**src/hdl/ssdr_pkg.sv**
```systemverilog
// Shared constants, types and register indexes for the duty regulator.
// No dependencies; imported by ssdr_div and the top level.
`timescale 1ns / 1ps

package ssdr_pkg;

	// serial divider operand width: period*1000 needs 26 bits
	localparam int DIV_W = 26;
	localparam int CNT_W = 5;
	// duty correction width: increment*1000 fits in 22 bits
	localparam int Q_W = 22;
	// signed working width of the new duty
	localparam int ND_W = 24;
	// signed working width of the new period
	localparam int NP_W = 18;

	localparam logic [9:0] SCALE = 10'd1000;
	localparam logic [4:0] DUTY_STEP = 5'd10;

	// configuration register indexes
	localparam logic [2:0] REG_TARGET_V = 3'd0;
	localparam logic [2:0] REG_DUTY_FLOOR = 3'd1;
	localparam logic [2:0] REG_DUTY_CEIL = 3'd2;
	localparam logic [2:0] REG_PER_FLOOR = 3'd3;
	localparam logic [2:0] REG_PER_CEIL = 3'd4;
	localparam logic [2:0] REG_PER_INC = 3'd5;

	typedef struct packed {
		logic busy;
		logic done;
	} div_stat_t;

endpackage

```
**src/hdl/spread_spectrum_duty_regulator_unit.sv**
```systemverilog
// Duty regulator with triangle sweep of the switching period.
// A request goes straight to the finish state when not running or the duty is zero; else the first
// division runs in ssdr_div, then the second unless the first quotient is zero.
// A new request is stalled until the unit is back in idle; both divisions share the bit-serial divider.
// A waiting result does not block the next request from being taken.
// Reset (arst_n, asynchronous): state and configuration registers to their defaults, duty 1000, period 40000, idle.
`timescale 1ns / 1ps

module spread_spectrum_duty_regulator_unit
	import ssdr_pkg::*;
(
	input  logic        clk,
	input  logic        arst_n,
	input  logic        cfg_wr_en,
	input  logic [2:0]  cfg_index,
	input  logic [15:0] cfg_data,
	input  logic        in_valid,
	output logic        in_stall,
	input  logic [15:0] measured_input_voltage,
	input  logic        start_request,
	input  logic        stop_request,
	output logic        out_valid,
	input  logic        out_stall,
	output logic [15:0] duty_count,
	output logic [15:0] period_count,
	output logic        is_running,
	output logic        hit_ceiling,
	output logic        hit_floor
);

	localparam logic [1:0] ST_IDLE = 2'd0;
	localparam logic [1:0] ST_DIV1 = 2'd1;
	localparam logic [1:0] ST_DIV2 = 2'd2;
	localparam logic [1:0] ST_FIN  = 2'd3;

	logic [1:0]  state_q;
	logic [15:0] target_v_q, duty_floor_q, duty_ceil_q, per_floor_q, per_ceil_q;
	logic [11:0] per_inc_q;
	logic [15:0] duty_q, period_q, meas_q;
	logic        rising_q, running_q, ceil_flag_q, floor_flag_q;
	logic [Q_W-1:0] q_q;
	logic        out_valid_q;
	logic [15:0] out_duty_q, out_period_q;
	logic        out_run_q, out_ceil_q, out_floor_q;

	logic             accept, run_new, out_free, fin_go;
	logic [15:0]      duty_eff;
	logic             div_start;
	logic [DIV_W-1:0] div_num, div_den, div_quot;
	div_stat_t        div_stat;

	logic signed [NP_W-1:0] np;
	logic                   rising_new;
	logic [15:0]            period_new;
	logic signed [ND_W-1:0] qs, nd;
	logic [15:0]            duty_new;
	logic                   ceil_new, floor_new;

	assign in_stall = (state_q != ST_IDLE);
	assign accept   = in_valid && !in_stall;
	assign duty_eff = (!stop_request && start_request) ? duty_floor_q : duty_q;
	assign run_new  = stop_request ? 1'b0 : (start_request ? 1'b1 : running_q);
	assign out_free = !out_valid_q || !out_stall;
	assign fin_go   = (state_q == ST_FIN) && out_free;

	always_comb begin
		if (state_q == ST_IDLE) begin
			div_num = DIV_W'(period_q) * DIV_W'(SCALE);
			div_den = DIV_W'(duty_eff);
		end else begin
			div_num = DIV_W'(per_inc_q) * DIV_W'(SCALE);
			div_den = div_quot;
		end
	end

	assign div_start = (accept && run_new && duty_eff != '0)
		|| (state_q == ST_DIV1 && div_stat.done && div_quot != '0);

	ssdr_div u_div (
		.clk    (clk),
		.arst_n (arst_n),
		.start  (div_start),
		.num    (div_num),
		.den    (div_den),
		.stat   (div_stat),
		.quot   (div_quot)
	);

	// sweep step; flip decided on the unclamped period
	always_comb begin
		if (!rising_q) begin
			np         = $signed({2'b00, period_q}) - $signed({6'd0, per_inc_q});
			rising_new = (np <= $signed({2'b00, per_floor_q}));
			qs         = -$signed({2'b00, q_q});
		end else begin
			np         = $signed({2'b00, period_q}) + $signed({6'd0, per_inc_q});
			rising_new = !(np >= $signed({2'b00, per_ceil_q}));
			qs         = $signed({2'b00, q_q});
		end
		if (np < 0)
			period_new = '0;
		else if (np > $signed(NP_W'(16'hFFFF)))
			period_new = 16'hFFFF;
		else
			period_new = np[15:0];

		nd = $signed({8'd0, duty_q}) + qs;
		if (target_v_q > meas_q)
			nd = nd - $signed(ND_W'(DUTY_STEP));
		else
			nd = nd + $signed(ND_W'(DUTY_STEP));

		// ceiling test first, so with inverted bounds the ceiling wins where both tests hold
		ceil_new  = 1'b0;
		floor_new = 1'b0;
		if (nd >= $signed({8'd0, duty_ceil_q})) begin
			duty_new = duty_ceil_q;
			ceil_new = 1'b1;
		end else if (nd <= $signed({8'd0, duty_floor_q})) begin
			duty_new  = duty_floor_q;
			floor_new = 1'b1;
		end else begin
			duty_new = nd[15:0];
		end
	end

	always_ff @(posedge clk or negedge arst_n) begin
		if (!arst_n) begin
			target_v_q   <= 16'd0;
			duty_floor_q <= 16'd1000;
			duty_ceil_q  <= 16'd36000;
			per_floor_q  <= 16'd36000;
			per_ceil_q   <= 16'd40000;
			per_inc_q    <= 12'd100;
		end else if (cfg_wr_en) begin
			unique case (cfg_index)
				REG_TARGET_V:   target_v_q   <= cfg_data;
				REG_DUTY_FLOOR: duty_floor_q <= cfg_data;
				REG_DUTY_CEIL:  duty_ceil_q  <= cfg_data;
				REG_PER_FLOOR:  per_floor_q  <= cfg_data;
				REG_PER_CEIL:   per_ceil_q   <= cfg_data;
				REG_PER_INC:    per_inc_q    <= cfg_data[11:0];
				default: ;
			endcase
		end
	end

	always_ff @(posedge clk or negedge arst_n) begin
		if (!arst_n) begin
			state_q      <= ST_IDLE;
			duty_q       <= 16'd1000;
			period_q     <= 16'd40000;
			rising_q     <= 1'b0;
			running_q    <= 1'b0;
			ceil_flag_q  <= 1'b0;
			floor_flag_q <= 1'b0;
			out_valid_q  <= 1'b0;
		end else begin
			if (fin_go)
				out_valid_q <= 1'b1;
			else if (out_valid_q && !out_stall)
				out_valid_q <= 1'b0;
			unique case (state_q)
				ST_IDLE: begin
					if (accept) begin
						running_q <= run_new;
						duty_q    <= duty_eff;
						state_q   <= div_start ? ST_DIV1 : ST_FIN;
					end
				end
				ST_DIV1: begin
					if (div_stat.done)
						state_q <= (div_quot != '0) ? ST_DIV2 : ST_FIN;
				end
				ST_DIV2: begin
					if (div_stat.done)
						state_q <= ST_FIN;
				end
				ST_FIN: begin
					if (out_free) begin
						state_q <= ST_IDLE;
						if (running_q) begin
							duty_q       <= duty_new;
							period_q     <= period_new;
							rising_q     <= rising_new;
							ceil_flag_q  <= ceil_new;
							floor_flag_q <= floor_new;
						end
					end
				end
				default: state_q <= ST_IDLE;
			endcase
		end
	end

	// request payload, correction and output result
	always_ff @(posedge clk) begin
		if (accept) begin
			meas_q <= measured_input_voltage;
			q_q    <= '0;
		end else if (state_q == ST_DIV2 && div_stat.done) begin
			q_q <= div_quot[Q_W-1:0];
		end
		if (fin_go) begin
			out_duty_q   <= running_q ? duty_new : duty_q;
			out_period_q <= running_q ? period_new : period_q;
			out_run_q    <= running_q;
			out_ceil_q   <= running_q ? ceil_new : ceil_flag_q;
			out_floor_q  <= running_q ? floor_new : floor_flag_q;
		end
	end

	assign out_valid    = out_valid_q;
	assign duty_count   = out_duty_q;
	assign period_count = out_period_q;
	assign is_running   = out_run_q;
	assign hit_ceiling  = out_ceil_q;
	assign hit_floor    = out_floor_q;

	a_flags_excl: assert property (@(posedge clk) disable iff (!arst_n)
		!(ceil_flag_q && floor_flag_q))
		else $error("both duty limit flags set");
	a_accept_next: assert property (@(posedge clk) disable iff (!arst_n)
		accept |=> (state_q == ST_DIV1 || state_q == ST_FIN))
		else $error("request taken without entering divide or finish");
	a_div_free: assert property (@(posedge clk) disable iff (!arst_n)
		div_start |-> !div_stat.busy)
		else $error("divider started while busy");
	a_div_owner: assert property (@(posedge clk) disable iff (!arst_n)
		div_stat.busy |-> (state_q == ST_DIV1 || state_q == ST_DIV2))
		else $error("divider running outside a divide state");

endmodule

```
**src/hdl/ssdr_div.sv**
```systemverilog
// Restoring unsigned divider, one quotient bit per cycle.
// Depends on ssdr_pkg.
`timescale 1ns / 1ps

module ssdr_div
	import ssdr_pkg::*;
(
	input  logic             clk,
	input  logic             arst_n,
	input  logic             start,
	input  logic [DIV_W-1:0] num,
	input  logic [DIV_W-1:0] den,
	output div_stat_t        stat,
	output logic [DIV_W-1:0] quot
);

	logic             busy_q;
	logic             done_q;
	logic [CNT_W-1:0] cnt_q;
	logic [DIV_W-1:0] rem_q;
	logic [DIV_W-1:0] quo_q;
	logic [DIV_W-1:0] den_q;
	logic [DIV_W:0]   trial;
	logic [DIV_W+1:0] diff;
	logic             qbit;

	// numerator bits shift out of the top of quo_q, quotient bits in at the bottom
	assign trial = {rem_q, quo_q[DIV_W-1]};
	assign diff  = {1'b0, trial} - {2'b00, den_q};
	assign qbit  = !diff[DIV_W+1];

	always_ff @(posedge clk or negedge arst_n) begin
		if (!arst_n) begin
			busy_q <= 1'b0;
			done_q <= 1'b0;
			cnt_q  <= '0;
		end else begin
			done_q <= 1'b0;
			if (start && !busy_q) begin
				busy_q <= 1'b1;
				cnt_q  <= CNT_W'(DIV_W - 1);
			end else if (busy_q) begin
				if (cnt_q == '0) begin
					busy_q <= 1'b0;
					done_q <= 1'b1;
				end else begin
					cnt_q <= cnt_q - 1'b1;
				end
			end
		end
	end

	always_ff @(posedge clk) begin
		if (start && !busy_q) begin
			rem_q <= '0;
			quo_q <= num;
			den_q <= den;
		end else if (busy_q) begin
			rem_q <= qbit ? diff[DIV_W-1:0] : trial[DIV_W-1:0];
			quo_q <= {quo_q[DIV_W-2:0], qbit};
		end
	end

	assign stat.busy = busy_q;
	assign stat.done = done_q;
	assign quot      = quo_q;

	a_done_pulse: assert property (@(posedge clk) disable iff (!arst_n)
		done_q |=> !done_q)
		else $error("divider done held for more than one cycle");
	a_done_idle: assert property (@(posedge clk) disable iff (!arst_n)
		done_q |-> !busy_q)
		else $error("divider done while still busy");
	a_rem_bound: assert property (@(posedge clk) disable iff (!arst_n)
		(busy_q && cnt_q != CNT_W'(DIV_W - 1)) |-> (rem_q < den_q || den_q == '0))
		else $error("partial remainder not below divisor");

endmodule

```
**config.mk**
```make
export PLATFORM = sky130hd
export DESIGN_NAME = spread_spectrum_duty_regulator_unit
export DESIGN_NICKNAME = d
export VERILOG_FILES = /design/src/hdl/ssdr_pkg.sv /design/src/hdl/spread_spectrum_duty_regulator_unit.sv /design/src/hdl/ssdr_div.sv
export SDC_FILE = /design/constraint.sdc
export NUM_CORES = 1
export LEC_CHECK = 0
export ABC_AREA = 1
export BUFFER_PORTS_ARGS = -buffer_cell sky130_fd_sc_hd__buf_2
export CAP_MARGIN = 20
export CORE_UTILIZATION = 55
export CTS_BUF_LIST = sky130_fd_sc_hd__clkbuf_2
export DETAILED_ROUTE_END_ITERATION = 10
export PLACE_DENSITY_LB_ADDON = 0.08
export SLEW_MARGIN = 20
export SYNTH_ARGS = -nofsm -noshare
export SYNTH_HDL_FRONTEND = slang
export SYNTH_SLANG_ARGS = --single-unit
```
**constraint.sdc**
```tcl
create_clock -name clk -period 5.9 [get_ports clk]
set_input_delay 1.18 -clock clk [delete_from_list [all_inputs] [get_ports clk]]
set_output_delay 1.18 -clock clk [all_outputs]
set_load 0.01 [all_outputs]
```
==> metrics.md, run 1 <==
| Metric | Value |
|---|---|
| Status | `complete, no violations` |
| Clock transition at path regs | `0.11 ns` |
| Starting Density | `55.69%` |
| Slowest CP cell | `dfrtp_2` |
| Most area-hungry cell type in the Yosys netlist | `ha_1` |
| Largest net degree at the start of global routing | `93` |
| Routed Wire Length | `74440 um` |
| Layout Nets | `3696` |
| Terminus of the critical flop-to-flop path | `duty_q[9]` |
| Final ANT Viol Nets | `0` |
| Max_cap viols | `0` |
| Multi-input gate area | `14960 um2` |
| Slew HR | `34.38%` |
| Crit. Startpoint | `rising_q` |
| FP Rows | `77` |
| Max Slew Vio Count | `0` |
| Die Footprint | `45530 um2` |
| Crit-path max FO | `16` |
| Mapped cell area | `24570 um2` |
| Worst setup SP type | `register` |
| Gp weighted congestion | `0.9670` |
| Via-to-Cell Ratio | `5.613` |
| Initial detailed-routing violation count | `1732` |
| H-tree lvl count | `3` |
| Commonest cells after routing, fill and taps aside | `nand2_1, inv_1, o21ai_0` |
| Levels on crit path | `36` |
| Seq. cell area | `7552 um2` |
| CP most frequent cell | `nand2_1` |
| CP max stage delay | `0.49 ns` |
| Fin Hold WS | `0.1897 ns` |
| Post-synth cell types | `61` |
| Avg WL per Cell | `18.89 um` |
| GRT overflow | `0` |
| CP Buf/Inv Count | `8` |
| FF-to-FF setup slack | `0.35 ns` |
| CP arrival | `6.53 ns` |
| Post-DP HPWL | `57870 um` |
| Clk buf depth | `3` |
| Ys async rst share | `47.75%` |
| Final hold violation count | `0` |
| Prevailing post-synth register cell | `edfxtp_1` |
| Kind of critical path | `reg2reg` |
| Worst skew pair latency | `1.07 ns` |
| Worst Setup End Kind | `register` |
| Vias | `22117` |
| EDFF count, synth | `103` |
| Fill cells | `4221` |
| IO buf count | `78` |
| Worst-case reg-to-reg path depth | `36` |
| Ys Warns | `0` |
| Worst hold path type | `in2async` |
| TritonRoute pass-1 iters | `7` |
| TritonCTS buffer count | `79` |
| Floorplan core area | `44120 um2` |
| Sink Count | `289` |
| Mapped Cells | `3132` |
| First-pass GRT wire length | `114500 um` |
| Die X | `213.4 um` |
| DP Cell Count | `3782` |
| Crit-path leading delay family | `simple AND/OR/NAND/NOR gates` |
| Post-route clock period utilization | `94.03%` |
| Non-Filler Instances | `3940` |
| Syn nets | `3549` |
| Worst Tran Pin Value | `0.9844 ns` |
| Critical Path RT | `6.89 ns` |
| CTS tree | `built` |
| Area growth syn-to-layout | `8.916%` |
| Setup violators final | `0` |
| I/O pin total | `79` |
| Die height | `213.4 um` |
| Syn_area_per_cell | `7.846 um2` |
| Final Critical Period | `5.548 ns` |
| Share of layout cells above drive strength 1 | `12.31%` |
| Fmax achieved | `180.3 MHz` |
| Initial antenna violation count | `2` |
| Seq/Total Area, Yosys | `30.73%` |
| GRT Total Usage | `33.06%` |
| Clk_skew | `0.1548 ns` |
| Residual DRC | `0` |
| Register bit count reported by yosys | `289` |
| Crit path to | `duty_q[9]` |
| Commonest non-fill, non-tap cell in the layout | `nand2_1` |
| Hold-fix buffers, CTS | `0` |
| CTS root buf | `clkbuf_2` |
| Vias in the first global route | `21201` |
| Synth top area cells | `ha_1, edfxtp_1, nand2_1` |
| Worst reg2reg startpoint | `rising_q` |
| Top-area cell type share of the netlist area | `14.16%` |
cell usage after synthesis (24+ instances only):
library cell,number
o21ai_0,292
nand2_1,692
nand3_1,131
xor2_1,77
xnor2_1,25
edfxtp_1,103
a21oi_1,242
ha_1,278
nor2_1,160
dfstp_2,35
nor3_1,31
dfxtp_1,48
inv_1,469
nand4_1,53
dfrtp_1,103
o22ai_1,24
fa_1,97
clkbuf_1,52
layout make-up:
class,instances,area share [%]
Inverter,484,6.821
Tap cell,592,2.768
Clock inverter,25,0.4628
Clock buffer,123,2.300
Antenna cell,2,0.01870
Sequential cell,289,28.22
Timing Repair Buffer,145,3.530
Multi-Input combinational cell,2280,55.88
timing repair:
action                                  in CTS  in global routing
buffers inserted                             2                  6
hold endpoints to repair                     0                  0
cloned                                       0                  0
endpoints found under the setup margin      12                 36
pin swaps                                    1                 12
gates resized for setup                      2                 31
routing by layer:
metal	track usage, %	up-vias	share of wire (%)
li1	-	10714	-
met1	44.34	10508	44
met2	54.37	744	47
met3	4.979	151	5.8
met4	11.87	0	3.4
met5	0	-	0
flip-flops by register name, summed over array words and instances (netlist names), 2 cells and up:
name	cells
duty_ceil_q	16
duty_count	16
duty_floor_q	16
duty_q	16
meas_q	16
per_ceil_q	16
per_floor_q	16
per_inc_q	12
period_count	16
period_q	16
q_q	22
state_q	2
target_v_q	16
u_div.cnt_q	5
u_div.den_q	26
u_div.quot	26
u_div.rem_q	26
cells by family (layout without fill, tap and decap cells):
family / count (synthesis) / in the layout / synth area share (%)
buf+inv: 563 / 777 / 8.885
other cells: 0 / 2 / 0
compound gates: 647 / 647 / 14.20
flops: 289 / 289 / 30.73
xor+xnor: 103 / 103 / 3.702
fa+ha+maj: 375 / 375 / 22.06
simple gates: 1155 / 1155 / 20.43
metrics by stage:
stage | utilization, % | instance area, um2 | setup WS (ns) | setup TNS (ns)
floorplan | - | 24570 | 0.2413 | 0
global placement | 58.52 | 25820 | 0.1070 | 0
detailed placement | 58.52 | 25820 | -0.02092 | -0.02872
CTS | 60.30 | 26610 | 0.01033 | 0
global route | 60.65 | 26760 | -0.08784 | -0.9561
finish | 60.65 | 26760 | 0.3523 | 0
worst min path at each step:
| stage | startpoint | endpoint | slack [ns] | depth (start not counted) |
|---|---|---|---|---|
| 6_report | arst_n | period_q[9] | 0.19 | 1 |
| 5_1_grt | measured_input_voltage[2] | meas_q[2] | 0.15 | 1 |
| 3_5_place_dp | u_div.rem_q[6] | u_div.rem_q[6] | 0.46 | 2 |
| 4_1_cts | measured_input_voltage[2] | meas_q[2] | 0.17 | 1 |
| 2_1_floorplan | running_q | is_running | 0.42 | 0 |
| 3_3_place_gp | u_div.rem_q[6] | u_div.rem_q[6] | 0.46 | 2 |
Power of run 1 is not shown: default switching activity piles up to over one toggle a cycle in this logic, so the estimate is an artifact.
==> run 2, diff against run 1 <==
--- a/config.mk
+++ b/config.mk
@@ -5,7 +5,6 @@
 export SDC_FILE = /design/constraint.sdc
 export NUM_CORES = 1
 export LEC_CHECK = 0
-export ABC_AREA = 1
 export BUFFER_PORTS_ARGS = -buffer_cell sky130_fd_sc_hd__buf_2
 export CAP_MARGIN = 20
 export CORE_UTILIZATION = 55
==> run 2 against run 1 <==
The run now ends with setup timing left. Critical path type unchanged. Critical path depth decreased by 10. Utilization increased by 3.2 points. Synthesized area decreased by 4.6%. Sequential share of layout area about the same. Non-clock buffer count increased by 104. Via count decreased by 8.8%. First-iteration DRC count decreased by 26%.
==> metrics.md, run 2 <==
| Metric | Value |
|---|---|
| RSZ-0062 raised after global routing | `true` |
| Initial antenna violation count | `3 (was 2)` |
| Die Footprint | `43440 um2 (was 45530 um2)` |
| Worst setup SP type | `register (unchanged)` |
| CTS root buf | `clkbuf_2 (unchanged)` |
| Setup violators final | `33 (was 0)` |
| Mapped Cells | `2501 (was 3132)` |
| Share of layout cells above drive strength 1 | `20.40% (was 12.31%)` |
| Ys Warns | `0 (unchanged)` |
| Met3 global-route usage | `4.906% (was 4.979%)` |
| Prevailing post-synth register cell | `edfxtp_1 (unchanged)` |
| Largest net degree at the start of global routing | `94 (was 93)` |
| Seq/Total Area, Yosys | `32.22% (was 30.73%)` |
| Post-route clock period utilization | `105.7% (was 94.03%)` |
| Sink Count | `289 (unchanged)` |
| Worst hold path type | `in2async (unchanged)` |
| Top-area cell type share of the netlist area | `14.84% (was 14.16%)` |
| Mapped cell area | `23430 um2 (was 24570 um2)` |
| Fmax achieved | `160.3 MHz (was 180.3 MHz)` |
| Ys async rst share | `47.75% (unchanged)` |
| Crit-path max FO | `4 (was 16)` |
| Worst skew pair latency | `1.11 ns (was 1.07 ns)` |
| Finished Core Util | `63.82% (was 60.65%)` |
| Area growth syn-to-layout | `14.23% (was 8.916%)` |
| Worst Setup End Kind | `register (unchanged)` |
| CTS tree | `built (unchanged)` |
| EDFF count, synth | `103 (unchanged)` |
| Kind of critical path | `reg2reg (unchanged)` |
| Most area-hungry cell type in the Yosys netlist | `ha_1 (unchanged)` |
| Final hold violation count | `0 (unchanged)` |
| Layout Nets | `3172 (was 3696)` |
| Met1 GRT Util | `41.92% (was 44.34%)` |
| TritonRoute pass-1 iters | `6 (was 7)` |
| TritonCTS buffer count | `83 (was 79)` |
| Synth top area cells | `ha_1, edfxtp_1, dfrtp_1 (was ha_1, edfxtp_1, nand2_1)` |
| Commonest non-fill, non-tap cell in the layout | `ha_1 (was nand2_1)` |
| Vias | `20167 (was 22117)` |
| DP Worst Slack | `-0.4819 ns (was -0.02092 ns)` |
| Die height | `208.4 um (was 213.4 um)` |
| IO buf count | `78 (unchanged)` |
| Via-to-Cell Ratio | `5.988 (was 5.613)` |
| Worst reg2reg startpoint | `q_q[1] (was rising_q)` |
| Post-synth cell types | `87 (was 61)` |
| I/O pin total | `79 (unchanged)` |
| Most common library cells after synthesis | `ha_1, nand2_1, inv_1, o21ai_0, a21oi_1 (was nand2_1, inv_1, o21ai_0, ha_1, a21oi_1)` |
| Critical Path RT | `6.68 ns (was 6.89 ns)` |
| Starting Density | `55.87% (was 55.69%)` |
| Initial detailed-routing violation count | `1274 (was 1732)` |
| Register bit count reported by yosys | `289 (unchanged)` |
| Syn nets | `2918 (was 3549)` |
| GRT overflow | `0 (unchanged)` |
| Commonest cells after routing, fill and taps aside | `ha_1, nand2_1, inv_1 (was nand2_1, inv_1, o21ai_0)` |
| Post-DP HPWL | `52050 um (was 57870 um)` |
| Clk_skew | `0.09795 ns (was 0.1548 ns)` |
| Avg WL per Cell | `20.48 um (was 18.89 um)` |
| Max_cap viols | `0 (unchanged)` |
| Status | `finished with violations (was complete, no violations)` |
| Residual DRC | `0 (unchanged)` |
| Worst setup margin | `-0.3385 ns (was 0.3523 ns)` |
| First-pass GRT wire length | `108100 um (was 114500 um)` |
| Crit. Startpoint | `q_q[1] (was rising_q)` |
| Failing checks | `setup timing` |
| Gp weighted congestion | `0.9293 (was 0.9670)` |
| Final Critical Period | `6.238 ns (was 5.548 ns)` |
| Final ANT Viol Nets | `0 (unchanged)` |
| Seq. cell area | `7559 um2 (was 7552 um2)` |
| Leading cell type by number of instances after synthesis | `ha_1 (was nand2_1)` |
| Die X | `208.4 um (was 213.4 um)` |
| GRT Total Usage | `31.98% (was 33.06%)` |
| Floorplan core area | `41950 um2 (was 44120 um2)` |
| M2 GR Usage | `52.84% (was 54.37%)` |
| Multi-input gate area | `15190 um2 (was 14960 um2)` |
| Worst Tran Pin Value | `1.105 ns (was 0.9844 ns)` |
| Routed Wire Length | `68970 um (was 74440 um)` |
| FP Rows | `75 (was 77)` |
| Slew HR | `25.40% (was 34.38%)` |
| Max Slew Vio Count | `0 (unchanged)` |
| Fill cells | `3569 (was 4221)` |
| Syn_area_per_cell | `9.370 um2 (was 7.846 um2)` |
| CP arrival | `7.02 ns (was 6.53 ns)` |
| H-tree lvl count | `3 (unchanged)` |
| GR peak layer | `met2 (unchanged)` |
| Clock transition at path regs | `0.12 ns (was 0.11 ns)` |
| Clk buf depth | `3 (unchanged)` |
| Vias in the first global route | `19968 (was 21201)` |
[run 2: worst max-delay path, cell delays in order, from the launching register on]
cell,delay [ns]
dfxtp_4,0.36
or4_4,0.58
o21ai_4,0.16
xnor2_2,0.14
ha_1,0.27
a21o_1,0.20
o41a_1,0.45
a31oi_2,0.26
xnor2_1,0.11
ha_1,0.35
o211ai_1,0.12
nor2_2,0.13
a21boi_2,0.08
o21bai_1,0.17
a21oi_1,0.10
xnor2_1,0.17
ha_1,0.32
nand4_1,0.07
nor2_1,0.15
nand3_1,0.14
or3_4,0.40
and3_4,0.19
a221oi_4,0.28
nor3b_4,0.11
buf_4,0.16
a222oi_1,0.40
a21oi_1,0.11
[run 2: metal layers]
layer,part of all wire [%],up-vias
met5,0,-
met4,3.6,0
met3,5.7,157
met2,48,644
met1,43,9838
li1,-,9528
[run 2: area by class of cell]
type	count	share of cell area, %
Sequential cell	289	28.24
Clock buffer	123	2.300
Inverter	216	3.029
Multi-Input combinational cell	1916	56.74
Tap cell	539	2.519
Clock inverter	31	0.6170
Antenna cell	5	0.04674
Timing Repair Buffer	249	6.516
[run 2: through the flow]
stage	setup TNS (ns)	cell area, um2	std cells	hold slack [ns]
2_1_floorplan	0	23540	2501	0.4231
3_3_place_gp	-3.334	25420	3185	0.4764
3_5_place_dp	-12.14	25420	3185	0.4848
4_1_cts	-9.884	26520	3355	0.1534
5_1_grt	-18.37	26770	3368	0.1856
6_report	-6.230	26770	3368	0.2084
[run 2: cells by family after synthesis]
logic type | after synthesis | synth area share [%]
mux | 75 | 3.460
fa+ha+maj | 375 | 23.13
compound gates | 666 | 17.76
xor+xnor | 135 | 5.046
flops | 289 | 32.22
simple gates | 665 | 13.51
buf+inv | 296 | 4.875
[run 2: final timing paths]
check	cells after the start	slack, ns	to
min in group clk	1	0.25	meas_q[7]
max in group asynchronous	2	4.44	per_floor_q[9]
setup reg to reg	26	-0.34	duty_count[0]
setup / recovery	26	-0.34	duty_count[0]
hold / removal	1	0.21	out_valid
hold reg to reg	2	0.49	u_div.rem_q[9]
[run 2: what timing repair did]
item / in CTS / in global routing
resized for setup: 46 / 34
pin swaps: 51 / 60
gates cloned: 1 / 0
hold buffers: 0 / 0
endpoints found under the setup margin: 35 / 36
setup buffers: 16 / 10
Power of run 2 is left out for the same reason.
